File: config.mk
export PLATFORM = sky130hd
export DESIGN_NAME = midi_note_arpeggiator
export DESIGN_NICKNAME = d
export VERILOG_FILES = /design/src/arp_pkg.sv /design/src/arp_ram.sv /design/src/arp_div.sv /design/src/arp_dp.sv /design/src/arp_ctrl.sv /design/src/midi_note_arpeggiator.sv
export SDC_FILE = /design/constraint.sdc
export NUM_CORES = 1
export LEC_CHECK = 0
export BUFFER_PORTS_ARGS = -buffer_cell sky130_fd_sc_hd__buf_2
export CAP_MARGIN = 20
export CORE_ASPECT_RATIO = 0.7
export CORE_MARGIN = 8
export CORE_UTILIZATION = 45
export CTS_CLUSTER_DIAMETER = 100
export DETAILED_ROUTE_END_ITERATION = 8
export HOLD_SLACK_MARGIN = 0.05
export MAX_ROUTING_LAYER = met4
export PLACE_DENSITY_LB_ADDON = 0.25
export SLEW_MARGIN = 15
export SYNTH_ARGS = -nofsm -noshare
export SYNTH_HDL_FRONTEND = slang
export SYNTH_HIERARCHICAL = 1
export SYNTH_SLANG_ARGS = --single-unit
File: constraint.sdc
create_clock -name clk -period 11.5 [get_ports clk]
set_input_delay 2.3 -clock clk [delete_from_list [all_inputs] [get_ports clk]]
set_output_delay 2.3 -clock clk [all_outputs]
set_load 0.01 [all_outputs]
File: src/arp_pkg.sv
// Shared types, codes and constants of the MIDI note arpeggiator.
// Used by the controller, the datapath, the divider and the top level.
// Depends on nothing.
package arp_pkg;

	localparam int MODE_W     = 2;
	localparam int NOTE_W     = 7;
	localparam int PLAY_W     = 8;
	localparam int PATTERN_W  = 3;
	localparam int SPAN_W     = 3;
	localparam int TPS_W      = 24;
	localparam int LCG_W      = 32;
	localparam int OCT_W      = 6;
	localparam int CFG_IDX_W  = 2;
	localparam int CFG_DATA_W = 24;
	localparam int SEMITONES  = 12;
	localparam int LCG_HI_SHIFT = 16;

	localparam logic [LCG_W-1:0] LCG_MUL  = 32'd1103515245;
	localparam logic [LCG_W-1:0] LCG_ADD  = 32'd12345;
	localparam logic [LCG_W-1:0] LCG_SEED = 32'hDEADBEEF;

	localparam logic [SPAN_W-1:0] SPAN_MIN   = 3'd1;
	localparam logic [SPAN_W-1:0] SPAN_MAX   = 3'd4;
	localparam logic [SPAN_W-1:0] SPAN_RESET = 3'd1;
	localparam logic [TPS_W-1:0]  TPS_RESET  = 24'd125;

	// Event kinds carried with each request.
	localparam logic [MODE_W-1:0] KIND_ON   = 2'd0;
	localparam logic [MODE_W-1:0] KIND_OFF  = 2'd1;
	localparam logic [MODE_W-1:0] KIND_TICK = 2'd2;

	// Step patterns.
	localparam logic [PATTERN_W-1:0] PAT_UP     = 3'd0;
	localparam logic [PATTERN_W-1:0] PAT_DOWN   = 3'd1;
	localparam logic [PATTERN_W-1:0] PAT_UPDOWN = 3'd2;
	localparam logic [PATTERN_W-1:0] PAT_RANDOM = 3'd3;
	localparam logic [PATTERN_W-1:0] PAT_PLAYED = 3'd4;

	// Configuration register indexes.
	localparam logic [CFG_IDX_W-1:0] REG_PATTERN = 2'd0;
	localparam logic [CFG_IDX_W-1:0] REG_SPAN    = 2'd1;
	localparam logic [CFG_IDX_W-1:0] REG_TPS     = 2'd2;

	typedef enum logic [4:0] {
		OP_NONE,
		OP_LOAD,
		OP_SCAN_RD,
		OP_SCAN_CHK,
		OP_INS_RD,
		OP_INS_WR,
		OP_INS_NOTE,
		OP_REM_RD,
		OP_REM_WR,
		OP_REM_END,
		OP_TICK,
		OP_DIV_SP_TOTAL,
		OP_DIV_P_N,
		OP_DIV_SP_N,
		OP_DIV_LCG_N,
		OP_DIV_LCGH_S,
		OP_TAKE_P,
		OP_TAKE_UPDN,
		OP_TAKE_RIDX,
		OP_TAKE_ROCT,
		OP_TAKE_ASPL,
		OP_LCG,
		OP_BOUNCE,
		OP_FIXED,
		OP_PICK_RD,
		OP_PICK_NOTE,
		OP_FINISH
	} dp_op_t;

	typedef enum logic [4:0] {
		ST_IDLE,
		ST_DECODE,
		ST_SCAN_RD,
		ST_SCAN_CHK,
		ST_INS_RD,
		ST_INS_WR,
		ST_REM_RD,
		ST_REM_WR,
		ST_TICK,
		ST_STEP,
		ST_LCG,
		ST_DIV1,
		ST_WAIT1,
		ST_TAKE1,
		ST_DIV2,
		ST_WAIT2,
		ST_TAKE2,
		ST_BOUNCE,
		ST_FIXED,
		ST_PICK_RD,
		ST_PICK_NOTE,
		ST_FINISH
	} ctrl_state_t;

	typedef struct packed {
		dp_op_t op;
	} arp_cmd_t;

	typedef struct packed {
		logic [MODE_W-1:0]    kind;
		logic [PATTERN_W-1:0] pattern;
		logic                 n_zero;
		logic                 n_full;
		logic                 match;
		logic                 last;
		logic                 at_pos;
		logic                 rem_end;
		logic                 step_go;
		logic                 div_done;
		logic                 out_free;
	} arp_sts_t;

	function automatic logic [OCT_W-1:0] octave_offset(input logic [1:0] k);
		return OCT_W'(k) * OCT_W'(SEMITONES);
	endfunction

endpackage

File: src/arp_ram.sv
// Generic single-port-write, single-port-read RAM with registered read data.
// Holds the sorted note table. Depends on nothing.
module arp_ram #(
	parameter int WIDTH = 7,
	parameter int DEPTH = 16
) (
	input  logic                     clk,
	input  logic                     we,
	input  logic [$clog2(DEPTH)-1:0] waddr,
	input  logic [WIDTH-1:0]         wdata,
	input  logic [$clog2(DEPTH)-1:0] raddr,
	output logic [WIDTH-1:0]         rdata
);

	logic [WIDTH-1:0] mem [DEPTH];

	always_ff @(posedge clk) begin
		if (we) begin
			mem[waddr] <= wdata;
		end
		rdata <= mem[raddr];
	end

endmodule

File: src/arp_div.sv
// Restoring shift-subtract divider, one quotient bit per cycle.
// Shared by all modulo and divide steps of the arpeggiator. Depends on arp_pkg.
module arp_div #(
	parameter int DW = 7
) (
	input  logic                       clk,
	input  logic                       arst_n,
	input  logic                       start,
	input  logic [arp_pkg::LCG_W-1:0]  dividend,
	input  logic [DW-1:0]              divisor,
	output logic                       done,
	output logic [arp_pkg::LCG_W-1:0]  quot,
	output logic [DW-1:0]              rem
);

	localparam int CW = $clog2(arp_pkg::LCG_W);

	logic                      busy_q;
	logic                      done_q;
	logic [CW-1:0]             cnt_q;
	logic [arp_pkg::LCG_W-1:0] quot_q;
	logic [DW-1:0]             rem_q;
	logic [DW-1:0]             den_q;
	logic [DW:0]               trial;
	logic [DW:0]               diff;
	logic                      fits;

	assign trial = {rem_q, quot_q[arp_pkg::LCG_W-1]};
	assign diff  = trial - {1'b0, den_q};
	assign fits  = trial >= {1'b0, den_q};

	always_ff @(posedge clk or negedge arst_n) begin
		if (!arst_n) begin
			busy_q <= 1'b0;
			done_q <= 1'b0;
			cnt_q  <= '0;
		end else begin
			done_q <= 1'b0;
			if (start) begin
				busy_q <= 1'b1;
				cnt_q  <= '0;
			end else if (busy_q) begin
				cnt_q <= cnt_q + CW'(1);
				if (cnt_q == CW'(arp_pkg::LCG_W - 1)) begin
					busy_q <= 1'b0;
					done_q <= 1'b1;
				end
			end
		end
	end

	always_ff @(posedge clk) begin
		if (start) begin
			quot_q <= dividend;
			rem_q  <= '0;
			den_q  <= divisor;
		end else if (busy_q) begin
			quot_q <= {quot_q[arp_pkg::LCG_W-2:0], fits};
			rem_q  <= fits ? diff[DW-1:0] : trial[DW-1:0];
		end
	end

	assign done = done_q;
	assign quot = quot_q;
	assign rem  = rem_q;

endmodule

File: src/arp_dp.sv
// Datapath of the arpeggiator: configuration, note table, step state, output register.
// Carries out one command of the controller per cycle. Depends on arp_pkg, arp_ram, arp_div.
module arp_dp #(
	parameter int MAX_NOTES = 16
) (
	input  logic                          clk,
	input  logic                          arst_n,
	input  arp_pkg::arp_cmd_t             cmd,
	output arp_pkg::arp_sts_t             sts,
	input  logic [arp_pkg::MODE_W-1:0]    in_mode,
	input  logic [arp_pkg::NOTE_W-1:0]    in_note,
	input  logic                          cfg_we,
	input  logic [arp_pkg::CFG_IDX_W-1:0] cfg_index,
	input  logic [arp_pkg::CFG_DATA_W-1:0] cfg_data,
	input  logic                          out_ready,
	output logic                          out_valid,
	output logic                          out_nvalid,
	output logic [arp_pkg::PLAY_W-1:0]    out_note,
	output logic                          out_started,
	output logic [$clog2(MAX_NOTES+1)-1:0] out_count
);

	localparam int NW = $clog2(MAX_NOTES + 1);
	localparam int IW = $clog2(MAX_NOTES);
	localparam int SW = $clog2(MAX_NOTES * 4);
	localparam int DW = $clog2(MAX_NOTES * 4 + 1);

	// Configuration and persistent state.
	logic [arp_pkg::PATTERN_W-1:0] pattern_q;
	logic [arp_pkg::SPAN_W-1:0]    span_q;
	logic [arp_pkg::TPS_W-1:0]     tps_q;
	logic [NW-1:0]                 n_q;
	logic [SW-1:0]                 sp_q;
	logic                          bounce_q;
	logic [arp_pkg::LCG_W-1:0]     lcg_q;
	logic [arp_pkg::PLAY_W-1:0]    cur_note_q;
	logic                          cur_valid_q;
	logic [arp_pkg::TPS_W-1:0]     tick_q;
	logic                          out_valid_q;

	// Working registers of the request in progress.
	logic [arp_pkg::MODE_W-1:0]    kind_q;
	logic [arp_pkg::NOTE_W-1:0]    note_q;
	logic [NW-1:0]                 i_q;
	logic [NW-1:0]                 pos_q;
	logic [SW-1:0]                 p_q;
	logic [IW-1:0]                 idx_q;
	logic [arp_pkg::OCT_W-1:0]     oct_q;
	logic                          started_q;
	logic                          out_nvalid_q;
	logic [arp_pkg::PLAY_W-1:0]    out_note_q;
	logic                          out_started_q;
	logic [NW-1:0]                 out_count_q;

	logic [arp_pkg::SPAN_W-1:0]    span_used;
	logic [DW-1:0]                 total;
	logic [arp_pkg::TPS_W-1:0]     period;
	logic [arp_pkg::TPS_W-1:0]     tick_next;
	logic                          boundary;
	logic                          step_go;
	logic                          rem_end;

	logic                          ram_we;
	logic [IW-1:0]                 ram_waddr;
	logic [arp_pkg::NOTE_W-1:0]    ram_wdata;
	logic [NW-1:0]                 rd_ptr;
	logic [arp_pkg::NOTE_W-1:0]    rd_data;

	logic                          div_start;
	logic [arp_pkg::LCG_W-1:0]     div_dividend;
	logic [DW-1:0]                 div_divisor;
	logic                          div_done;
	logic [arp_pkg::LCG_W-1:0]     div_quot;
	logic [DW-1:0]                 div_rem;

	logic [DW-1:0]                 p_next;
	logic [NW-1:0]                 r_n;
	logic [NW-1:0]                 r_next;
	logic [SW-1:0]                 nm1;
	logic [SW-1:0]                 pb;
	logic                          nvalid;

	always_comb begin
		if (span_q < arp_pkg::SPAN_MIN) begin
			span_used = arp_pkg::SPAN_MIN;
		end else if (span_q > arp_pkg::SPAN_MAX) begin
			span_used = arp_pkg::SPAN_MAX;
		end else begin
			span_used = span_q;
		end
	end

	assign total     = DW'(n_q) * DW'(span_used);
	assign period    = (tps_q == '0) ? arp_pkg::TPS_W'(1) : tps_q;
	assign tick_next = tick_q + arp_pkg::TPS_W'(1);
	assign boundary  = tick_next >= period;
	assign step_go   = boundary && (n_q != '0);
	assign rem_end   = ({1'b0, i_q} + (NW+1)'(1)) >= {1'b0, n_q};

	assign p_next = DW'(p_q) + DW'(1);
	assign r_n    = NW'(div_rem);
	assign r_next = r_n + NW'(1);
	assign nm1    = SW'(n_q) - SW'(1);
	assign pb     = (sp_q > nm1) ? nm1 : sp_q;
	assign nvalid = (n_q != '0) && cur_valid_q;

	// Note table port selection.
	always_comb begin
		case (cmd.op)
			arp_pkg::OP_INS_RD:  rd_ptr = i_q - NW'(1);
			arp_pkg::OP_REM_RD:  rd_ptr = i_q + NW'(1);
			arp_pkg::OP_PICK_RD: rd_ptr = NW'(idx_q);
			default:             rd_ptr = i_q;
		endcase
	end

	assign ram_we    = (cmd.op == arp_pkg::OP_INS_WR) || (cmd.op == arp_pkg::OP_INS_NOTE) ||
	                   (cmd.op == arp_pkg::OP_REM_WR);
	assign ram_waddr = (cmd.op == arp_pkg::OP_INS_NOTE) ? pos_q[IW-1:0] : i_q[IW-1:0];
	assign ram_wdata = (cmd.op == arp_pkg::OP_INS_NOTE) ? note_q : rd_data;

	arp_ram #(
		.WIDTH(arp_pkg::NOTE_W),
		.DEPTH(MAX_NOTES)
	) u_ram (
		.clk   (clk),
		.we    (ram_we),
		.waddr (ram_waddr),
		.wdata (ram_wdata),
		.raddr (rd_ptr[IW-1:0]),
		.rdata (rd_data)
	);

	// Divider operand selection.
	always_comb begin
		div_start    = 1'b1;
		div_dividend = arp_pkg::LCG_W'(sp_q);
		div_divisor  = DW'(n_q);
		case (cmd.op)
			arp_pkg::OP_DIV_SP_TOTAL: div_divisor = total;
			arp_pkg::OP_DIV_P_N:      div_dividend = arp_pkg::LCG_W'(p_q);
			arp_pkg::OP_DIV_SP_N:     div_dividend = arp_pkg::LCG_W'(sp_q);
			arp_pkg::OP_DIV_LCG_N:    div_dividend = lcg_q;
			arp_pkg::OP_DIV_LCGH_S: begin
				div_dividend = lcg_q >> arp_pkg::LCG_HI_SHIFT;
				div_divisor  = DW'(span_used);
			end
			default:                  div_start = 1'b0;
		endcase
	end

	arp_div #(
		.DW(DW)
	) u_div (
		.clk      (clk),
		.arst_n   (arst_n),
		.start    (div_start),
		.dividend (div_dividend),
		.divisor  (div_divisor),
		.done     (div_done),
		.quot     (div_quot),
		.rem      (div_rem)
	);

	always_ff @(posedge clk or negedge arst_n) begin
		if (!arst_n) begin
			pattern_q   <= arp_pkg::PAT_UP;
			span_q      <= arp_pkg::SPAN_RESET;
			tps_q       <= arp_pkg::TPS_RESET;
			n_q         <= '0;
			sp_q        <= '0;
			bounce_q    <= 1'b0;
			lcg_q       <= arp_pkg::LCG_SEED;
			cur_note_q  <= '0;
			cur_valid_q <= 1'b0;
			tick_q      <= '0;
			out_valid_q <= 1'b0;
		end else begin
			if (cfg_we) begin
				case (cfg_index)
					arp_pkg::REG_PATTERN: pattern_q <= cfg_data[arp_pkg::PATTERN_W-1:0];
					arp_pkg::REG_SPAN:    span_q    <= cfg_data[arp_pkg::SPAN_W-1:0];
					arp_pkg::REG_TPS:     tps_q     <= cfg_data[arp_pkg::TPS_W-1:0];
					default: ;
				endcase
			end
			if (out_ready) begin
				out_valid_q <= 1'b0;
			end
			case (cmd.op)
				arp_pkg::OP_INS_NOTE: n_q <= n_q + NW'(1);
				arp_pkg::OP_REM_END:  n_q <= n_q - NW'(1);
				arp_pkg::OP_TICK:     tick_q <= boundary ? '0 : tick_next;
				arp_pkg::OP_TAKE_UPDN: sp_q <= (p_next == total) ? '0 : SW'(p_next);
				arp_pkg::OP_TAKE_ASPL: sp_q <= (r_next == n_q) ? '0 : SW'(r_next);
				arp_pkg::OP_LCG:      lcg_q <= lcg_q * arp_pkg::LCG_MUL + arp_pkg::LCG_ADD;
				arp_pkg::OP_BOUNCE: begin
					// Turn at either end of the table, holding the top note once.
					if (!bounce_q) begin
						if (pb >= nm1) begin
							bounce_q <= 1'b1;
							sp_q     <= pb;
						end else begin
							sp_q <= pb + SW'(1);
						end
					end else if (pb == '0) begin
						bounce_q <= 1'b0;
						sp_q     <= SW'(1);
					end else begin
						sp_q <= pb - SW'(1);
					end
				end
				arp_pkg::OP_PICK_NOTE: begin
					cur_note_q  <= arp_pkg::PLAY_W'(rd_data) + arp_pkg::PLAY_W'(oct_q);
					cur_valid_q <= 1'b1;
				end
				arp_pkg::OP_FINISH:   out_valid_q <= 1'b1;
				default: ;
			endcase
		end
	end

	always_ff @(posedge clk) begin
		case (cmd.op)
			arp_pkg::OP_LOAD: begin
				kind_q    <= in_mode;
				note_q    <= in_note;
				i_q       <= '0;
				pos_q     <= '0;
				started_q <= 1'b0;
			end
			arp_pkg::OP_SCAN_CHK: begin
				if (rd_data != note_q) begin
					i_q <= i_q + NW'(1);
				end
				if (rd_data < note_q) begin
					pos_q <= pos_q + NW'(1);
				end
			end
			arp_pkg::OP_INS_WR: i_q <= i_q - NW'(1);
			arp_pkg::OP_REM_WR: i_q <= i_q + NW'(1);
			arp_pkg::OP_TICK:   started_q <= step_go;
			arp_pkg::OP_TAKE_P: p_q <= SW'(div_rem);
			arp_pkg::OP_TAKE_UPDN: begin
				idx_q <= (pattern_q == arp_pkg::PAT_DOWN) ? IW'(n_q - NW'(1) - r_n) : IW'(r_n);
				oct_q <= arp_pkg::octave_offset(div_quot[1:0]);
			end
			arp_pkg::OP_TAKE_RIDX: idx_q <= IW'(div_rem);
			arp_pkg::OP_TAKE_ROCT: oct_q <= arp_pkg::octave_offset(div_rem[1:0]);
			arp_pkg::OP_TAKE_ASPL: begin
				idx_q <= IW'(div_rem);
				oct_q <= '0;
			end
			arp_pkg::OP_BOUNCE: begin
				idx_q <= IW'(pb);
				oct_q <= '0;
			end
			arp_pkg::OP_FIXED: begin
				idx_q <= '0;
				oct_q <= '0;
			end
			arp_pkg::OP_FINISH: begin
				out_nvalid_q  <= nvalid;
				out_note_q    <= nvalid ? cur_note_q : '0;
				out_started_q <= started_q;
				out_count_q   <= n_q;
			end
			default: ;
		endcase
	end

	always_comb begin
		sts.kind     = kind_q;
		sts.pattern  = pattern_q;
		sts.n_zero   = (n_q == '0);
		sts.n_full   = (n_q >= NW'(MAX_NOTES));
		sts.match    = (rd_data == note_q);
		sts.last     = (i_q == n_q - NW'(1));
		sts.at_pos   = (i_q == pos_q);
		sts.rem_end  = rem_end;
		sts.step_go  = step_go;
		sts.div_done = div_done;
		sts.out_free = !out_valid_q || out_ready;
	end

	assign out_valid   = out_valid_q;
	assign out_nvalid  = out_nvalid_q;
	assign out_note    = out_note_q;
	assign out_started = out_started_q;
	assign out_count   = out_count_q;

	a_count_range: assert property (@(posedge clk) disable iff (!arst_n)
		n_q <= NW'(MAX_NOTES))
		else $error("held note count above table size");

	a_insert_grows: assert property (@(posedge clk) disable iff (!arst_n)
		(cmd.op == arp_pkg::OP_INS_NOTE) |=> (n_q == $past(n_q) + NW'(1)))
		else $error("insertion did not grow the table by one");

	a_pick_needs_notes: assert property (@(posedge clk) disable iff (!arst_n)
		(cmd.op == arp_pkg::OP_PICK_NOTE) |-> (n_q != '0))
		else $error("note picked from an empty table");

	a_finish_free: assert property (@(posedge clk) disable iff (!arst_n)
		(cmd.op == arp_pkg::OP_FINISH) |-> (!out_valid_q || out_ready))
		else $error("result overwrote one still waiting");

endmodule

File: src/arp_ctrl.sv
// Controller state machine of the arpeggiator.
// Sequences table scans, shifts, division steps and the output load. Depends on arp_pkg.
module arp_ctrl (
	input  logic              clk,
	input  logic              arst_n,
	input  logic              in_valid,
	output logic              in_ready,
	input  arp_pkg::arp_sts_t sts,
	output arp_pkg::arp_cmd_t cmd
);

	arp_pkg::ctrl_state_t state_q;
	arp_pkg::ctrl_state_t state_d;

	always_ff @(posedge clk or negedge arst_n) begin
		if (!arst_n) begin
			state_q <= arp_pkg::ST_IDLE;
		end else begin
			state_q <= state_d;
		end
	end

	always_comb begin
		state_d  = state_q;
		cmd.op   = arp_pkg::OP_NONE;
		in_ready = 1'b0;
		case (state_q)
			arp_pkg::ST_IDLE: begin
				in_ready = 1'b1;
				if (in_valid) begin
					cmd.op  = arp_pkg::OP_LOAD;
					state_d = arp_pkg::ST_DECODE;
				end
			end
			arp_pkg::ST_DECODE: begin
				case (sts.kind)
					arp_pkg::KIND_ON: begin
						if (sts.n_full) begin
							state_d = arp_pkg::ST_FINISH;
						end else if (sts.n_zero) begin
							state_d = arp_pkg::ST_INS_RD;
						end else begin
							state_d = arp_pkg::ST_SCAN_RD;
						end
					end
					arp_pkg::KIND_OFF: begin
						state_d = sts.n_zero ? arp_pkg::ST_FINISH : arp_pkg::ST_SCAN_RD;
					end
					arp_pkg::KIND_TICK: state_d = arp_pkg::ST_TICK;
					default:            state_d = arp_pkg::ST_FINISH;
				endcase
			end
			arp_pkg::ST_SCAN_RD: begin
				cmd.op  = arp_pkg::OP_SCAN_RD;
				state_d = arp_pkg::ST_SCAN_CHK;
			end
			arp_pkg::ST_SCAN_CHK: begin
				cmd.op = arp_pkg::OP_SCAN_CHK;
				if (sts.kind == arp_pkg::KIND_ON) begin
					// A note already held ends the request unchanged.
					if (sts.match) begin
						state_d = arp_pkg::ST_FINISH;
					end else if (sts.last) begin
						state_d = arp_pkg::ST_INS_RD;
					end else begin
						state_d = arp_pkg::ST_SCAN_RD;
					end
				end else begin
					if (sts.match) begin
						state_d = arp_pkg::ST_REM_RD;
					end else if (sts.last) begin
						state_d = arp_pkg::ST_FINISH;
					end else begin
						state_d = arp_pkg::ST_SCAN_RD;
					end
				end
			end
			arp_pkg::ST_INS_RD: begin
				if (sts.at_pos) begin
					cmd.op  = arp_pkg::OP_INS_NOTE;
					state_d = arp_pkg::ST_FINISH;
				end else begin
					cmd.op  = arp_pkg::OP_INS_RD;
					state_d = arp_pkg::ST_INS_WR;
				end
			end
			arp_pkg::ST_INS_WR: begin
				cmd.op  = arp_pkg::OP_INS_WR;
				state_d = arp_pkg::ST_INS_RD;
			end
			arp_pkg::ST_REM_RD: begin
				if (sts.rem_end) begin
					cmd.op  = arp_pkg::OP_REM_END;
					state_d = arp_pkg::ST_FINISH;
				end else begin
					cmd.op  = arp_pkg::OP_REM_RD;
					state_d = arp_pkg::ST_REM_WR;
				end
			end
			arp_pkg::ST_REM_WR: begin
				cmd.op  = arp_pkg::OP_REM_WR;
				state_d = arp_pkg::ST_REM_RD;
			end
			arp_pkg::ST_TICK: begin
				cmd.op  = arp_pkg::OP_TICK;
				state_d = sts.step_go ? arp_pkg::ST_STEP : arp_pkg::ST_FINISH;
			end
			arp_pkg::ST_STEP: begin
				case (sts.pattern)
					arp_pkg::PAT_UP, arp_pkg::PAT_DOWN, arp_pkg::PAT_PLAYED:
						state_d = arp_pkg::ST_DIV1;
					arp_pkg::PAT_UPDOWN: state_d = arp_pkg::ST_BOUNCE;
					arp_pkg::PAT_RANDOM: state_d = arp_pkg::ST_LCG;
					default:             state_d = arp_pkg::ST_FIXED;
				endcase
			end
			arp_pkg::ST_LCG: begin
				cmd.op  = arp_pkg::OP_LCG;
				state_d = arp_pkg::ST_DIV1;
			end
			arp_pkg::ST_DIV1: begin
				case (sts.pattern)
					arp_pkg::PAT_RANDOM: cmd.op = arp_pkg::OP_DIV_LCG_N;
					arp_pkg::PAT_PLAYED: cmd.op = arp_pkg::OP_DIV_SP_N;
					default:             cmd.op = arp_pkg::OP_DIV_SP_TOTAL;
				endcase
				state_d = arp_pkg::ST_WAIT1;
			end
			arp_pkg::ST_WAIT1: begin
				if (sts.div_done) begin
					state_d = arp_pkg::ST_TAKE1;
				end
			end
			arp_pkg::ST_TAKE1: begin
				case (sts.pattern)
					arp_pkg::PAT_RANDOM: cmd.op = arp_pkg::OP_TAKE_RIDX;
					arp_pkg::PAT_PLAYED: cmd.op = arp_pkg::OP_TAKE_ASPL;
					default:             cmd.op = arp_pkg::OP_TAKE_P;
				endcase
				state_d = (sts.pattern == arp_pkg::PAT_PLAYED) ? arp_pkg::ST_PICK_RD :
				                                                  arp_pkg::ST_DIV2;
			end
			arp_pkg::ST_DIV2: begin
				cmd.op  = (sts.pattern == arp_pkg::PAT_RANDOM) ? arp_pkg::OP_DIV_LCGH_S :
				                                                  arp_pkg::OP_DIV_P_N;
				state_d = arp_pkg::ST_WAIT2;
			end
			arp_pkg::ST_WAIT2: begin
				if (sts.div_done) begin
					state_d = arp_pkg::ST_TAKE2;
				end
			end
			arp_pkg::ST_TAKE2: begin
				cmd.op  = (sts.pattern == arp_pkg::PAT_RANDOM) ? arp_pkg::OP_TAKE_ROCT :
				                                                  arp_pkg::OP_TAKE_UPDN;
				state_d = arp_pkg::ST_PICK_RD;
			end
			arp_pkg::ST_BOUNCE: begin
				cmd.op  = arp_pkg::OP_BOUNCE;
				state_d = arp_pkg::ST_PICK_RD;
			end
			arp_pkg::ST_FIXED: begin
				cmd.op  = arp_pkg::OP_FIXED;
				state_d = arp_pkg::ST_PICK_RD;
			end
			arp_pkg::ST_PICK_RD: begin
				cmd.op  = arp_pkg::OP_PICK_RD;
				state_d = arp_pkg::ST_PICK_NOTE;
			end
			arp_pkg::ST_PICK_NOTE: begin
				cmd.op  = arp_pkg::OP_PICK_NOTE;
				state_d = arp_pkg::ST_FINISH;
			end
			arp_pkg::ST_FINISH: begin
				if (sts.out_free) begin
					cmd.op  = arp_pkg::OP_FINISH;
					state_d = arp_pkg::ST_IDLE;
				end
			end
			default: state_d = arp_pkg::ST_IDLE;
		endcase
	end

endmodule

File: src/midi_note_arpeggiator.sv
// MIDI note arpeggiator. Each request is a note-on, a note-off or a time tick; each one
// returns exactly one result with the current note, whether a step began and how many notes
// are held. Requests are handled one at a time: a note-on or note-off scans the table with a
// read and a compare per table entry, then moves each shifted entry with a read and a write,
// through the one-read, one-write note table; a step in the as-played pattern waits on one
// division and a step in the up, down and random patterns on two, each modulo worked out by
// the shared shift-subtract divider, while the bounce pattern and an unused pattern need no
// division. The result register lets the next request be taken while a result still waits
// downstream. The note table needs no clearing after reset. Configuration is written through
// cfg_we, cfg_index and cfg_data.
// Depends on arp_pkg, arp_ctrl and arp_dp.
module midi_note_arpeggiator #(
	parameter int MAX_NOTES = 16
) (
	input  logic                           clk,
	input  logic                           arst_n,
	input  logic                           s_tvalid,
	output logic                           s_tready,
	input  logic [7:0]                     s_tdata,  // [6:0] note_number
	input  logic [arp_pkg::MODE_W-1:0]     s_tuser,  // [1:0] mode
	output logic                           m_tvalid,
	input  logic                           m_tready,
	// [7:0] play_note, then held_count
	output logic [((arp_pkg::PLAY_W + $clog2(MAX_NOTES+1) + 7) / 8) * 8 - 1:0] m_tdata,
	output logic [1:0]                     m_tuser,  // [0] note_valid, [1] step_started
	input  logic                           cfg_we,
	input  logic [arp_pkg::CFG_IDX_W-1:0]  cfg_index,
	input  logic [arp_pkg::CFG_DATA_W-1:0] cfg_data
);

	localparam int NW  = $clog2(MAX_NOTES + 1);
	localparam int TDW = ((arp_pkg::PLAY_W + NW + 7) / 8) * 8;

	arp_pkg::arp_cmd_t          cmd;
	arp_pkg::arp_sts_t          sts;
	logic                       out_nvalid;
	logic [arp_pkg::PLAY_W-1:0] out_note;
	logic                       out_started;
	logic [NW-1:0]              out_count;

	arp_ctrl u_ctrl (
		.clk      (clk),
		.arst_n   (arst_n),
		.in_valid (s_tvalid),
		.in_ready (s_tready),
		.sts      (sts),
		.cmd      (cmd)
	);

	arp_dp #(
		.MAX_NOTES(MAX_NOTES)
	) u_dp (
		.clk         (clk),
		.arst_n      (arst_n),
		.cmd         (cmd),
		.sts         (sts),
		.in_mode     (s_tuser),
		.in_note     (s_tdata[arp_pkg::NOTE_W-1:0]),
		.cfg_we      (cfg_we),
		.cfg_index   (cfg_index),
		.cfg_data    (cfg_data),
		.out_ready   (m_tready),
		.out_valid   (m_tvalid),
		.out_nvalid  (out_nvalid),
		.out_note    (out_note),
		.out_started (out_started),
		.out_count   (out_count)
	);

	assign m_tdata = TDW'({out_count, out_note});
	assign m_tuser = {out_started, out_nvalid};

endmodule
# Yosys cells after proc, flatten, opt, wreduce, memory -nomap -nowiden
# Memory sizes are Yosys's and may differ from the RTL's. A register that Yosys moved wholly into a read port is not among the register bits.
# Index checks and enable logic that the tools add are counted.
# W data, S select, Z words.
# op_classes
addsub	17
n_mul	4
magnitude_cmp	9
n_eq_ne	67
muxes	73
reduce_logical	34
# ops
cell	count
$mux W5	20
$pmux W5 S20	1
$pmux W32 S3	1
$eq A5 B5 Y1 const B	18
$pmux W5 S18	1
$eq A5 B4 Y1 const B	16
$mux W32	2
$mux W24	2
$eq A5 B3 Y1 const B	8
$pmux W6 S3	2
$add A32 B14 Y32 const B	1
$mul A32 B31 Y32 const B	1
$mux W6	5
$pmux W5 S3	2
$add A5 B1 Y5 const B	5
$add A24 B1 Y24 const B	1
$ge A24 B24 Y1	1
$logic_not A24 Y1	1
$pmux W5 S2	2
$pmux W5 S4	1
$mux W1	16
$pmux W4 S4	1
$eq A5 B2 Y1 const B	3
$eq A5 B5 Y1	3
other kinds (53)	90
# word_totals
register_bits	217
mem_bits_rw	112
wordCells	235
n_memories	1
# mem_list
name	words	word_bits	read_ports	rd_ports_with_merged_regs	write_ports	line_no	text
u_dp.u_ram.mem	16	7	1	1	1	arp_ram.sv:15	logic [WIDTH-1:0] mem [DEPTH];

# Depth between registers and ports, before layout
# Gate-level depths: netlist of run 1.
# depth
word_depth	9
depth_mapped	26
ltp_nobuf	25

# Hierarchy
# The synthesis of run 1 kept the hierarchy.
# modules_own_cells
module	instances	cells_each	area_each_um2
arp_dp	1	2085	19523.7
arp_ram	1	203	4530.6
arp_div	1	207	2696.3
arp_ctrl	1	169	1136.1
midi_note_arpeggiator	1	6	41.3

# Worst setup path after synthesis of run 1
# No wires, ideal clock.
# synth_path
path_kind	register -> register
start	register u_dp/lcg_q[7] (netlist name)
end	register u_dp/lcg_q[24] (netlist name)
arrival_ns	6.119
required_time_ns	11.374
slack_ns	5.255
stages_incl_launch_ff	22
path_buffers	0
period_less_slack_ns	6.245
path_cell_list	dfstp_2 ha_1 fa_1 inv_1 fa_1 fa_1 inv_1 ha_1 inv_1 fa_1 inv_1 fa_1 inv_1 fa_1 inv_1 ha_1 o41ai_1 o31ai_1 a21oi_1 nand3b_1 a21oi_1 o32a_1
# synth_via
elab_chain_len	2
# synth_lines
item	line_no	text
start, declared	arp_dp.sv:35	logic [arp_pkg::LCG_W-1:0] lcg_q;
start signal, assigned	arp_dp.sv:173	lcg_q <= arp_pkg::LCG_SEED;
start signal, assigned	arp_dp.sv:196	arp_pkg::OP_LCG: lcg_q <= lcg_q * arp_pkg::LCG_MUL + arp_pkg::LCG_ADD;
$mul A32 B31 Y32	arp_dp.sv:196	
$add A32 B14 Y32	arp_dp.sv:196	
# No other way between the ends.
# A chain may end at the register's enable or synchronous reset.

# Worst setup path after layout of run 1
# layout_path
start	register u_dp/lcg_q[0] (netlist name)
end	register u_dp/lcg_q[23] (netlist name)
# Same word-level chain as after synthesis.

==> flow_metrics.tcl, run 1 <==
set metrics [dict create \
    synthDistinctLibCells 101 \
    core.rowCount 76 \
    fin_crit_ns 7.50 \
    path_clk_slew_ns 0.07 \
    synth_ff_type "edfxtp_1" \
    antenna_found_initial 0 \
    synth_edf_count 200 \
    wl_per_cell_um 20.1 \
    cp_common_cell "inv_1" \
    crit_required_ns 11.94 \
    cp_max_fo 11 \
    clock_path_buffers 3 \
    p_sw_frac 0.219 \
    cap_viol_max_count 0 \
    vias 19700 \
    drive_above_1_share 0.107 \
    power_frac_clock 0.455 \
    p_switching_mw 0.565 \
    slowest_delay_ns 0.79 \
    place_congestion 0.959 \
    powerDensity_nw_per_um2 85.6 \
    grt_overflow 0 \
    p_int_mw 2.02 \
    die_x_um 314 \
    netlist_instances 2670 \
    start_util 0.455 \
    ys_seq_area_frac 0.334 \
    post_cts.repair.setup_buffers 0 \
    postLayoutCoreUtil 0.491 \
    synth-warning-count 6 \
    synth_seq_cells 334 \
    hpwl_um 55400 \
    setup_tns_ns 0 \
    synth_top_area_frac 0.215 \
    path_cells "inv_1 -> ha_1 -> inv_1 -> ha_1 -> inv_1 -> fa_1 -> inv_1 -> fa_1 -> ha_1 -> inv_1 -> fa_1 -> inv_1 -> fa_1 -> inv_1 -> fa_1 -> inv_1 -> ha_1 -> nand4_1 -> a211oi_1 -> o21ai_0 -> o31ai_1 -> a21oi_1 -> xor2_1 -> o21ai_0" \
    cp.arrival_ns 7.94 \
    drc_errors 0 \
    max_freq_mhz 133 \
    syn_area_per_cell_sq_um 10.5 \
    skew_ns 0.0231 \
    status "completed" \
    holdBufCountCts 0 \
    worstSetupEndpointType "flop" \
    cts_root_buf "clkbuf_16" \
    post_cts_resized 0 \
    finalHoldViolations 0 \
    synthTopCellsByArea "edfxtp_1 (22%), fa_1 (14%), ha_1 (13%), dfrtp_1 (8.0%), inv_1 (6.6%)" \
    nNetsFinal 3228 \
    track_usage 0.209 \
    design.portCount 61 \
    critPathBufInv 8 \
    port_buffers 56 \
    cts.sinks 334 \
    critPathSlowestCell "dfstp_2" \
    rsz0062_at_grt "false" \
    grt_pass1_vias 20000 \
    avgViaCountPerCell 5.55 \
    grt_start_max_net_pins 74 \
    drtPass1Iterations 5 \
    p_comb_frac 0.038 \
    relSlewSlack 0.235 \
    wirelength_um 71100 \
    synthesis.area_sq_um 27900 \
    yosys.area.top_type "edfxtp_1" \
    die-area_sq_um 70400 \
    worst_slew_pin_slew_ns 1.14 \
    hold_path.class "flop to flop" \
    cts_buffers 34 \
    cts_tree "yes" \
    critPathTopFamily "adder cells" \
    core_sq_um 61400 \
    clk_latency_ns 0.54 \
    peakVddDrop_uv 104 \
    pwr-share-seq 0.507 \
    crit_type "flop to flop" \
    start_kind "flop" \
    drtIter0Drc 1594 \
    fin_crit_sh 0.652 \
    async_flop_share 0.359 \
    p_leak_nw 12.8 \
    grt_pass1_wl_um 115000 \
    r2r_cells 24 \
    setup_viol 0 \
    diodes 0 \
    slew_viol_final 0 \
    ant_nets 0 \
    htreeDepth 2 \
    num-fill-cells 5618 \
    whs_path_depth 0 \
    cp.depth 24 \
    die_y_um 224 \
    area_growth_pct 7.93 \
]
[stage by stage]
stage	total power [mW]	area (sq um)	instances	setup WS, ns	hold slack [ns]
finish	2.58	30100	3543	4.00	0.427
global route	2.67	30100	3543	3.62	0.446
CTS	2.61	30100	3539	4.03	0.422
detailed placement	1.43	29000	3478	4.06	0.417
global placement	1.42	28900	3475	4.09	0.409
floorplan	1.39	27900	2672	5.25	0.400
[state kept, by name, summed over array words and instances, names as in the netlist, 6 cells and up]
name              count
u_dp/lcg_q           32
u_dp/u_div/rem        7
u_dp/p_q              6
u_dp/u_div/quot      32
u_dp/u_ram/mem      112
u_dp/u_div/den_q      7
u_dp/note_q           7
u_dp/tps_q           24
u_dp/out_note         8
u_dp/cur_note_q       8
u_dp/u_ram/rdata      7
u_dp/sp_q             6
u_dp/tick_q          24
[cells in the final DEF (no fill, tap or decap), drive strengths merged, types with 22 or more instances in the layout]
master / netlist / layout
o22ai: 22 / 22
ha: 292 / 292
clkbuf: 52 / 46
dfrtp: 89 / 89
o21ai: 114 / 114
nor3: 50 / 50
a21o: 34 / 34
a22o: 29 / 29
a21oi: 104 / 104
buf: 43 / 84
nor2: 115 / 115
xor2: 52 / 52
nand2: 161 / 161
nand3: 45 / 45
inv: 493 / 497
mux2: 68 / 68
dfstp: 31 / 31
xnor2: 92 / 92
nor2b: 23 / 23
nand2b: 36 / 36
edfxtp: 200 / 200
and2: 24 / 24
fa: 196 / 196
mux4: 28 / 28
[cells by family (layout without fill, tap and decap cells)]
kind of cell | after synthesis | after routing | share of synthesized area
AO/OA/AOI/OAI | 460 | 460 | 0.110
flip-flops | 334 | 334 | 0.334
buffers and inverters | 588 | 640 | 0.0846
multiplexers | 101 | 101 | 0.0541
XOR/XNOR | 144 | 144 | 0.0452
AND/OR/NAND/NOR | 554 | 554 | 0.100
adder cells (fa/ha/maj) | 488 | 488 | 0.271
other | 1 | 3 | 0.000134
[cells in the mapped netlist (43+ instances only)]
cell      number
xor2_1        52
mux2_2        67
o21ai_0      110
nand3_1       43
edfxtp_1     200
inv_1        491
xnor2_1       92
a21oi_1      103
clkbuf_1      52
nor2_1       114
nand2_1      160
fa_1         196
ha_1         292
dfrtp_1       89
nor3_1        46
[worst reg2reg max path: cells and delay by family, from the launching register on]
| family | cells | cell delay (ns) |
|---|---|---|
| AOI/OAI and AO/OA | 5 | 1.69 |
| xor gates and xnor gates | 1 | 0.16 |
| adders and majority gates | 9 | 3.77 |
| buffers and inverters | 8 | 0.85 |
| DFF | 1 | 0.79 |
| and+or+nand+nor | 1 | 0.15 |
[layout make-up]
| cell class | instances | area [sq um] | share of cell area |
|---|---|---|---|
| repair buffers | 86 | 518 | 0.0172 |
| well taps | 819 | 1020 | 0.0340 |
| multi-input cells | 1750 | 16300 | 0.540 |
| inverters | 493 | 1850 | 0.0614 |
| flip-flops and latches | 334 | 9330 | 0.309 |
| clock inverters | 17 | 231 | 0.00768 |
| clock buffers | 44 | 920 | 0.0305 |
[power by group through the flow]
stage          combinational (mW)  clock, mW  sequential, mW
2_1_floorplan              0.0677          0            1.32
3_3_place_gp               0.0942          0            1.33
3_5_place_dp               0.0982          0            1.33
4_1_cts                    0.0994       1.20            1.31
5_1_grt                     0.112       1.25            1.31
6_report                   0.0987       1.17            1.31
[final timing paths]
kind	start	end	slack, ns
setup / recovery	u_dp/lcg_q[0]$_DFFE_PN1N_	u_dp/lcg_q[23]$_DFFE_PN1N_	4.00
hold / removal	u_dp/started_q$_DFFE_PP_	u_dp/out_started$_DFFE_PP_	0.43
setup reg to reg	u_dp/lcg_q[0]$_DFFE_PN1N_	u_dp/lcg_q[23]$_DFFE_PN1N_	4.00
hold reg to reg	u_dp/started_q$_DFFE_PP_	u_dp/out_started$_DFFE_PP_	0.43
max in group asynchronous	arst_n	u_dp/lcg_q[24]$_DFFE_PN0N_	8.48
min in group asynchronous	arst_n	u_dp/tps_q[20]$_DFFE_PN0P_	1.79
[per-layer routing]
metal,global-route usage,vias to the layer above,part of all wire
met2,0.289,641,0.41
met1,0.314,9769,0.49
li1,-,9160,-
met5,-,-,0
met4,0.0339,0,0.015
met3,0.0475,87,0.086
Note: power is estimated with default switching activity, not from simulation.
==> run 2: changes to the inputs <==
--- a/config.mk
+++ b/config.mk
@@ -5,6 +5,7 @@
 export SDC_FILE = /design/constraint.sdc
 export NUM_CORES = 1
 export LEC_CHECK = 0
+export ABC_AREA = 1
 export BUFFER_PORTS_ARGS = -buffer_cell sky130_fd_sc_hd__buf_2
 export CAP_MARGIN = 20
 export CORE_ASPECT_RATIO = 0.7
==> constraint.sdc (replaced) <==
create_clock -name clk -period 6.7 [get_ports clk]
set_input_delay 1.34 -clock clk [delete_from_list [all_inputs] [get_ports clk]]
set_output_delay 1.34 -clock clk [all_outputs]
set_load 0.01 [all_outputs]
==> run 2 against run 1 <==
  * Cell count grew 22%
  * Wire length grew 11%
  * Maximum frequency grew 15%
  * Count of clock-buffer cells in the layout grew 6
  * Hold slack gained 0.039 ns
  * Via count grew 12%
  * Sequential share of layout area shrank 1.6 points
  * Clock skew grew 0.0070 ns
  * Die area grew 1.3%
  * Register-to-register slack lost 3.8 ns
  * Non-clock buffer count grew 75
  * Design area grew 5.3%
  * Critical path type unchanged
  * Largest cell class unchanged
  * Highest routed layer unchanged
==> flow_metrics.tcl, run 2 <==
set metrics [dict create \
    status "completed" \
    whs_path_depth 2 \
    setup_viol 0 \
    grt_pass1_wl_um 122000 \
    synth_ff_type "edfxtp_1" \
    synthDistinctLibCells 67 \
    yosys.area.top_type "edfxtp_1" \
    die_y_um 226 \
    worstSetupEndpointType "flop" \
    fin_crit_sh 0.971 \
    finalHoldViolations 0 \
    finalNonFillerCells 4333 \
    cts_tree "yes" \
    core_sq_um 62700 \
    die_x_um 316 \
    synthTopCellsByArea "edfxtp_1 (21%), fa_1 (14%), ha_1 (13%), inv_1 (9.5%), nand2_1 (9.1%)" \
    largest_reg_flops 112 \
    layout_commonest_cell "inv_1" \
    rsz0062_at_grt "true" \
    grt_pass1_vias 20900 \
    hpwl_um 62200 \
    worst_slew_pin_slew_ns 0.942 \
    skew_ns 0.0301 \
    vias 22000 \
    ys_top_cells_by_count "inv_1 (720), nand2_1 (683), ha_1 (292), nor2_1 (232), nand3_1 (205)" \
    reg2reg_from "u_dp/lcg_q[7]$_DFFE_PN1N_" \
    cap_viol_max_count 0 \
    hp-start "u_dp/cur_valid_q$_DFFE_PN0N_" \
    crit_start "u_dp/lcg_q[7]$_DFFE_PN1N_" \
    relSlewSlack 0.370 \
    synth-warning-count 6 \
    async_flop_share 0.359 \
    cts_root_buf "clkbuf_16" \
    wirelength_um 78800 \
    fin_crit_ns 6.51 \
    cp.arrival_ns 6.91 \
    start_kind "flop" \
    ff2ff_setup_slack_ns 0.19 \
    drtPass1Iterations 6 \
    netlist_instances 3334 \
    whs_endpoint "u_dp/cur_valid_q$_DFFE_PN0N_" \
    r2r_cells 24 \
    cts_buffers 38 \
    drive_above_1_share 0.118 \
    htreeDepth 2 \
    yosysMostFrequentCell "inv_1" \
    wl_per_cell_um 18.2 \
    top_register "u_dp/u_ram/mem" \
    crit_type "flop to flop" \
    synth_seq_cells 334 \
    cp_max_fo 4 \
    area_growth_pct 12.2 \
    core.rowCount 77 \
    drc_errors 0 \
    die-area_sq_um 71300 \
    hold_path.class "flop to flop" \
    r2r-end "u_dp/lcg_q[24]$_DFFE_PN0N_" \
    crit_required_ns 7.10 \
    drtIter0Drc 1937 \
    slew_viol_final 0 \
    ant_nets 0 \
    synth_edf_count 200 \
    start_util 0.451 \
    avgViaCountPerCell 5.08 \
    grt_start_max_net_pins 67 \
    place_congestion 0.999 \
    antenna_found_initial 3 \
    clk_latency_ns 0.57 \
    max_freq_mhz 154 \
    synthesis.area_sq_um 28300 \
    design.portCount 61 \
    port_buffers 56 \
    dp.cells 4251 \
    track_usage 0.227 \
    syn_area_per_cell_sq_um 8.49 \
    grt_overflow 0 \
    clock_path_buffers 3 \
    nNetsFinal 4001 \
    ys_seq_area_frac 0.330 \
    path_clk_slew_ns 0.06 \
    cts.sinks 334 \
    final_cell_mix "inv_1 (717), nand2_1 (677), ha_1 (278)" \
    synth_top_area_frac 0.212 \
]
run 2: worst max-delay path by stage:
stage | to | slack (ns)
after detailed placement | u_dp/lcg_q[24]$_DFFE_PN0N_ | 0.1
final | u_dp/lcg_q[24]$_DFFE_PN0N_ | 0.19
after global routing | u_dp/lcg_q[30]$_DFFE_PN1N_ | -0.07
after floorplan | u_dp/lcg_q[24]$_DFFE_PN0N_ | 0.51
after CTS | u_dp/lcg_q[24]$_DFFE_PN0N_ | 0.06
after global placement | u_dp/lcg_q[31]$_DFFE_PN1N_ | 0.09
run 2: cell type report:
| cell class | instances | area (sq um) |
|---|---|---|
| clock inverter | 20 | 235 |
| multi-input combinational | 2174 | 16100 |
| timing repair buffer | 161 | 1080 |
| clock buffer | 50 | 1090 |
| fill | 5921 | 31000 |
| tap | 829 | 1040 |
| sequential | 334 | 9330 |
| inverter | 763 | 2870 |
| antenna | 2 | 5.00 |
run 2: stage by stage:
step                setup TNS (ns)  setup slack, ns  area, sq um  utilization  hold WS, ns
floorplan                        0            0.509        28300            -        0.400
global placement                 0           0.0897        30000        0.479        0.436
detailed placement               0           0.0951        30000        0.479        0.451
CTS                              0           0.0642        31400        0.500        0.459
global route                -0.157          -0.0698        31700        0.506        0.476
finish                           0            0.193        31700        0.506        0.466
run 2: repair_timing:
action,in CTS,in global routing
buffers inserted,0,9
setup endpoints to repair,0,13
resized for setup,0,67
hold buffers,0,0
run 2: worst max-delay path, stage by stage, from the launching register on:
cell and delay (ns):
dfstp_2 0.60, buf_4 0.15, ha_1 0.25, fa_2 0.37, inv_2 0.08, fa_1 0.44, fa_1 0.55, inv_1 0.05
fa_1 0.51, inv_1 0.05, fa_1 0.47, inv_1 0.05, fa_1 0.53, inv_1 0.06, fa_1 0.53, inv_1 0.07
ha_4 0.27, nand2_2 0.10, o21ai_0 0.13, a21oi_2 0.19, nand3_2 0.18, a21o_1 0.25, or2_2 0.28, nand3_1 0.09
o21ai_0 0.11
run 2: kinds of logic (layout without fill, tap and decap cells):
logic type	after synthesis	count (layout)	synth area share
other	1	5	0.000132
and+or+nand+nor	1249	1249	0.190
AOI/OAI and AO/OA	334	334	0.0675
DFF	334	334	0.330
buffers and inverters	828	994	0.113
xor gates and xnor gates	100	100	0.0317
adders and majority gates	488	488	0.268
run 2: metal layers:
layer	vias to the layer above	global-route usage	wire, um
li1	10800	-	-
met1	10400	0.347	39300
met2	754	0.291	30000
met3	84	0.0724	8400
met4	0	0.0343	1090
met5	-	-	0
Power of run 2 is left out: the tool's default activity adds up to more than one toggle a clock period on the data nets, which glitch-free logic cannot reach.
==> run 3: changes to the inputs <==
--- a/config.mk
+++ b/config.mk
@@ -5,7 +5,7 @@
 export SDC_FILE = /design/constraint.sdc
 export NUM_CORES = 1
 export LEC_CHECK = 0
-export ABC_AREA = 1
+export ABC_AREA = 0
 export BUFFER_PORTS_ARGS = -buffer_cell sky130_fd_sc_hd__buf_2
 export CAP_MARGIN = 20
 export CORE_ASPECT_RATIO = 0.7
==> run 3 against run 2 <==
  * Global-route usage decreased by 1.4 points
  * Largest cell class unchanged
  * Die area decreased by 1.2%
  * Critical path depth decreased by 1
  * Maximum frequency decreased by 0.47%
==> flow_metrics.tcl, run 3 (synthesized netlist as in run 1, its figures left out) <==
set metrics [dict create \
    cts.sinks 334 \
    r2r-end "u_dp/lcg_q[30]$_DFFE_PN1N_" \
    peakVddDrop_uv 164 \
    clk_latency_ns 0.55 \
    whs_path_depth 0 \
    p_leak_nw 13.3 \
    post_dp_cell_area_sq_um 29700 \
    setup_viol 0 \
    finalHoldViolations 0 \
    final_area_sq_um 31200 \
    relSlewSlack 0.382 \
    port_buffers 56 \
    path_clk_slew_ns 0.06 \
    grt_overflow 0 \
    crit_type "flop to flop" \
    top_register "u_dp/u_ram/mem" \
    worstSetupEndpointType "flop" \
    drc_errors 0 \
    crit_required_ns 7.14 \
    drive_above_1_share 0.152 \
    grt_pass1_vias 20100 \
    hp-start "u_dp/started_q$_DFFE_PP_" \
    met3_usage 0.0413 \
    avgViaCountPerCell 5.50 \
    setup_tns_ns 0 \
    wl_per_cell_um 20.1 \
    whs_endpoint "u_dp/out_started$_DFFE_PP_" \
    start_util 0.455 \
    place_congestion 0.987 \
    hpwl_um 57600 \
    area_growth_pct 11.7 \
    skew_ns 0.0201 \
    slew_viol_final 0 \
    die_x_um 314 \
    holdBufCountCts 0 \
    clock_path_buffers 3 \
    hold_path.class "flop to flop" \
    max_freq_mhz 153 \
    design.portCount 61 \
    largest_reg_flops 112 \
    core.rowCount 76 \
    wirelength_um 73300 \
    cap_viol_max_count 0 \
    cp.arrival_ns 6.98 \
    nNetsFinal 3325 \
    layout_commonest_cell "inv_1" \
    cts_root_buf "clkbuf_16" \
    vias 20000 \
    die-area_sq_um 70400 \
    grt_pass1_wl_um 117000 \
    grt_start_max_net_pins 72 \
    cts_tree "yes" \
    htreeDepth 2 \
    ant_nets 0 \
    start_kind "flop" \
    rsz0062_at_grt "true" \
    fin_crit_ns 6.54 \
    fin_crit_sh 0.976 \
    status "completed" \
    met1_usage 0.335 \
    worst_slew_pin_slew_ns 0.924 \
    cp_max_fo 5 \
    antenna_found_initial 1 \
    final_cell_mix "inv_1 (490), ha_1 (277), edfxtp_1 (200)" \
    drtIter0Drc 2032 \
    grt_use_met2 0.285 \
    whs_ns 0.430 \
    ff2ff_setup_slack_ns 0.16 \
    reg2reg_from "u_dp/lcg_q[6]$_DFFE_PN1N_" \
    top_usage_layer "met1" \
    r2r_cells 23 \
    track_usage 0.213 \
    drtPass1Iterations 6 \
    cts_buffers 36 \
    powerDensity_nw_per_um2 143 \
    core_sq_um 61400 \
    die_y_um 224 \
]
run 3: cell count changes in the layout (fill, tap and decap cells not counted), sizes merged, moves of 36 or more:
cell	delta
nand2	-534
inv	-269
nand3	-169
nor2	-134
mux2	+68
xnor2	+60
nand2b	+36
run 3: report_power, final:
| part | leakage, nW | switching [mW] | internal (mW) |
|---|---|---|---|
| registers | 2.86 | 0.0388 | 2.21 |
| logic | 9.88 | 0.0902 | 0.0794 |
| clock network | 0.578 | 0.868 | 1.17 |
run 3: per-stage QoR:
stage | cells | setup WS [ns] | power [mW] | util
finish | 3643 | 0.163 | 4.46 | 0.508
global route | 3643 | -0.0308 | 4.62 | 0.508
CTS | 3635 | 0.0278 | 4.52 | 0.503
detailed placement | 3570 | -0.0354 | 2.45 | 0.483
global placement | 3569 | -0.00378 | 2.44 | 0.483
floorplan | 2672 | 0.455 | 2.38 | -
run 3: worst max-delay path by stage:
stage	from	endpoint	slack (ns)	cells past startpoint
2_1_floorplan	u_dp/lcg_q[7]$_DFFE_PN1N_	u_dp/lcg_q[24]$_DFFE_PN0N_	0.45	21
3_3_place_gp	u_dp/lcg_q[6]$_DFFE_PN1N_	u_dp/lcg_q[28]$_DFFE_PN1N_	-0.004	24
3_5_place_dp	u_dp/lcg_q[6]$_DFFE_PN1N_	u_dp/lcg_q[28]$_DFFE_PN1N_	-0.04	24
4_1_cts	u_dp/lcg_q[7]$_DFFE_PN1N_	u_dp/lcg_q[28]$_DFFE_PN1N_	0.03	23
5_1_grt	u_dp/lcg_q[6]$_DFFE_PN1N_	u_dp/lcg_q[30]$_DFFE_PN1N_	-0.03	23
6_report	u_dp/lcg_q[6]$_DFFE_PN1N_	u_dp/lcg_q[30]$_DFFE_PN1N_	0.16	23
run 3: final cells by class:
class | instances | area, sq um
Multi-Input combinational cell | 1750 | 16500
Tap cell | 819 | 1020
Sequential cell | 334 | 9330
Clock inverter | 20 | 214
Antenna cell | 1 | 2.50
Clock buffer | 45 | 987
Inverter | 493 | 1850
Timing Repair Buffer | 181 | 1270
Fill cell | 5497 | 30200
run 3: per-layer routing:
metal  vias to the layer above  wire length [um]
met5                         -                 0
met2                       612             29400
met1                      9977             36700
met4                         0               867
li1                       9370                 -
met3                        64              6330
run 3: critical path: stages (launching register included):
cell       delay [ns]
dfstp_2          0.64
ha_1             0.31
xor2_2           0.30
inv_1            0.11
fa_1             0.50
fa_1             0.55
inv_1            0.04
ha_1             0.28
ha_1             0.32
fa_1             0.54
inv_1            0.06
fa_1             0.53
inv_1            0.04
ha_1             0.30
a21o_1           0.18
a21o_1           0.20
a2111oi_4        0.39
buf_4            0.18
o31a_1           0.22
buf_12           0.15
o211ai_1         0.10
a31oi_1          0.21
xor2_1           0.18
o21ai_0          0.10
run 3: timing repair:
action | CTS | global route
endpoints found under the hold margin | 0 | 0
setup endpoints to repair | 3 | 11
setup buffers | 0 | 7
pin swaps | 0 | 15
resized for setup | 3 | 52
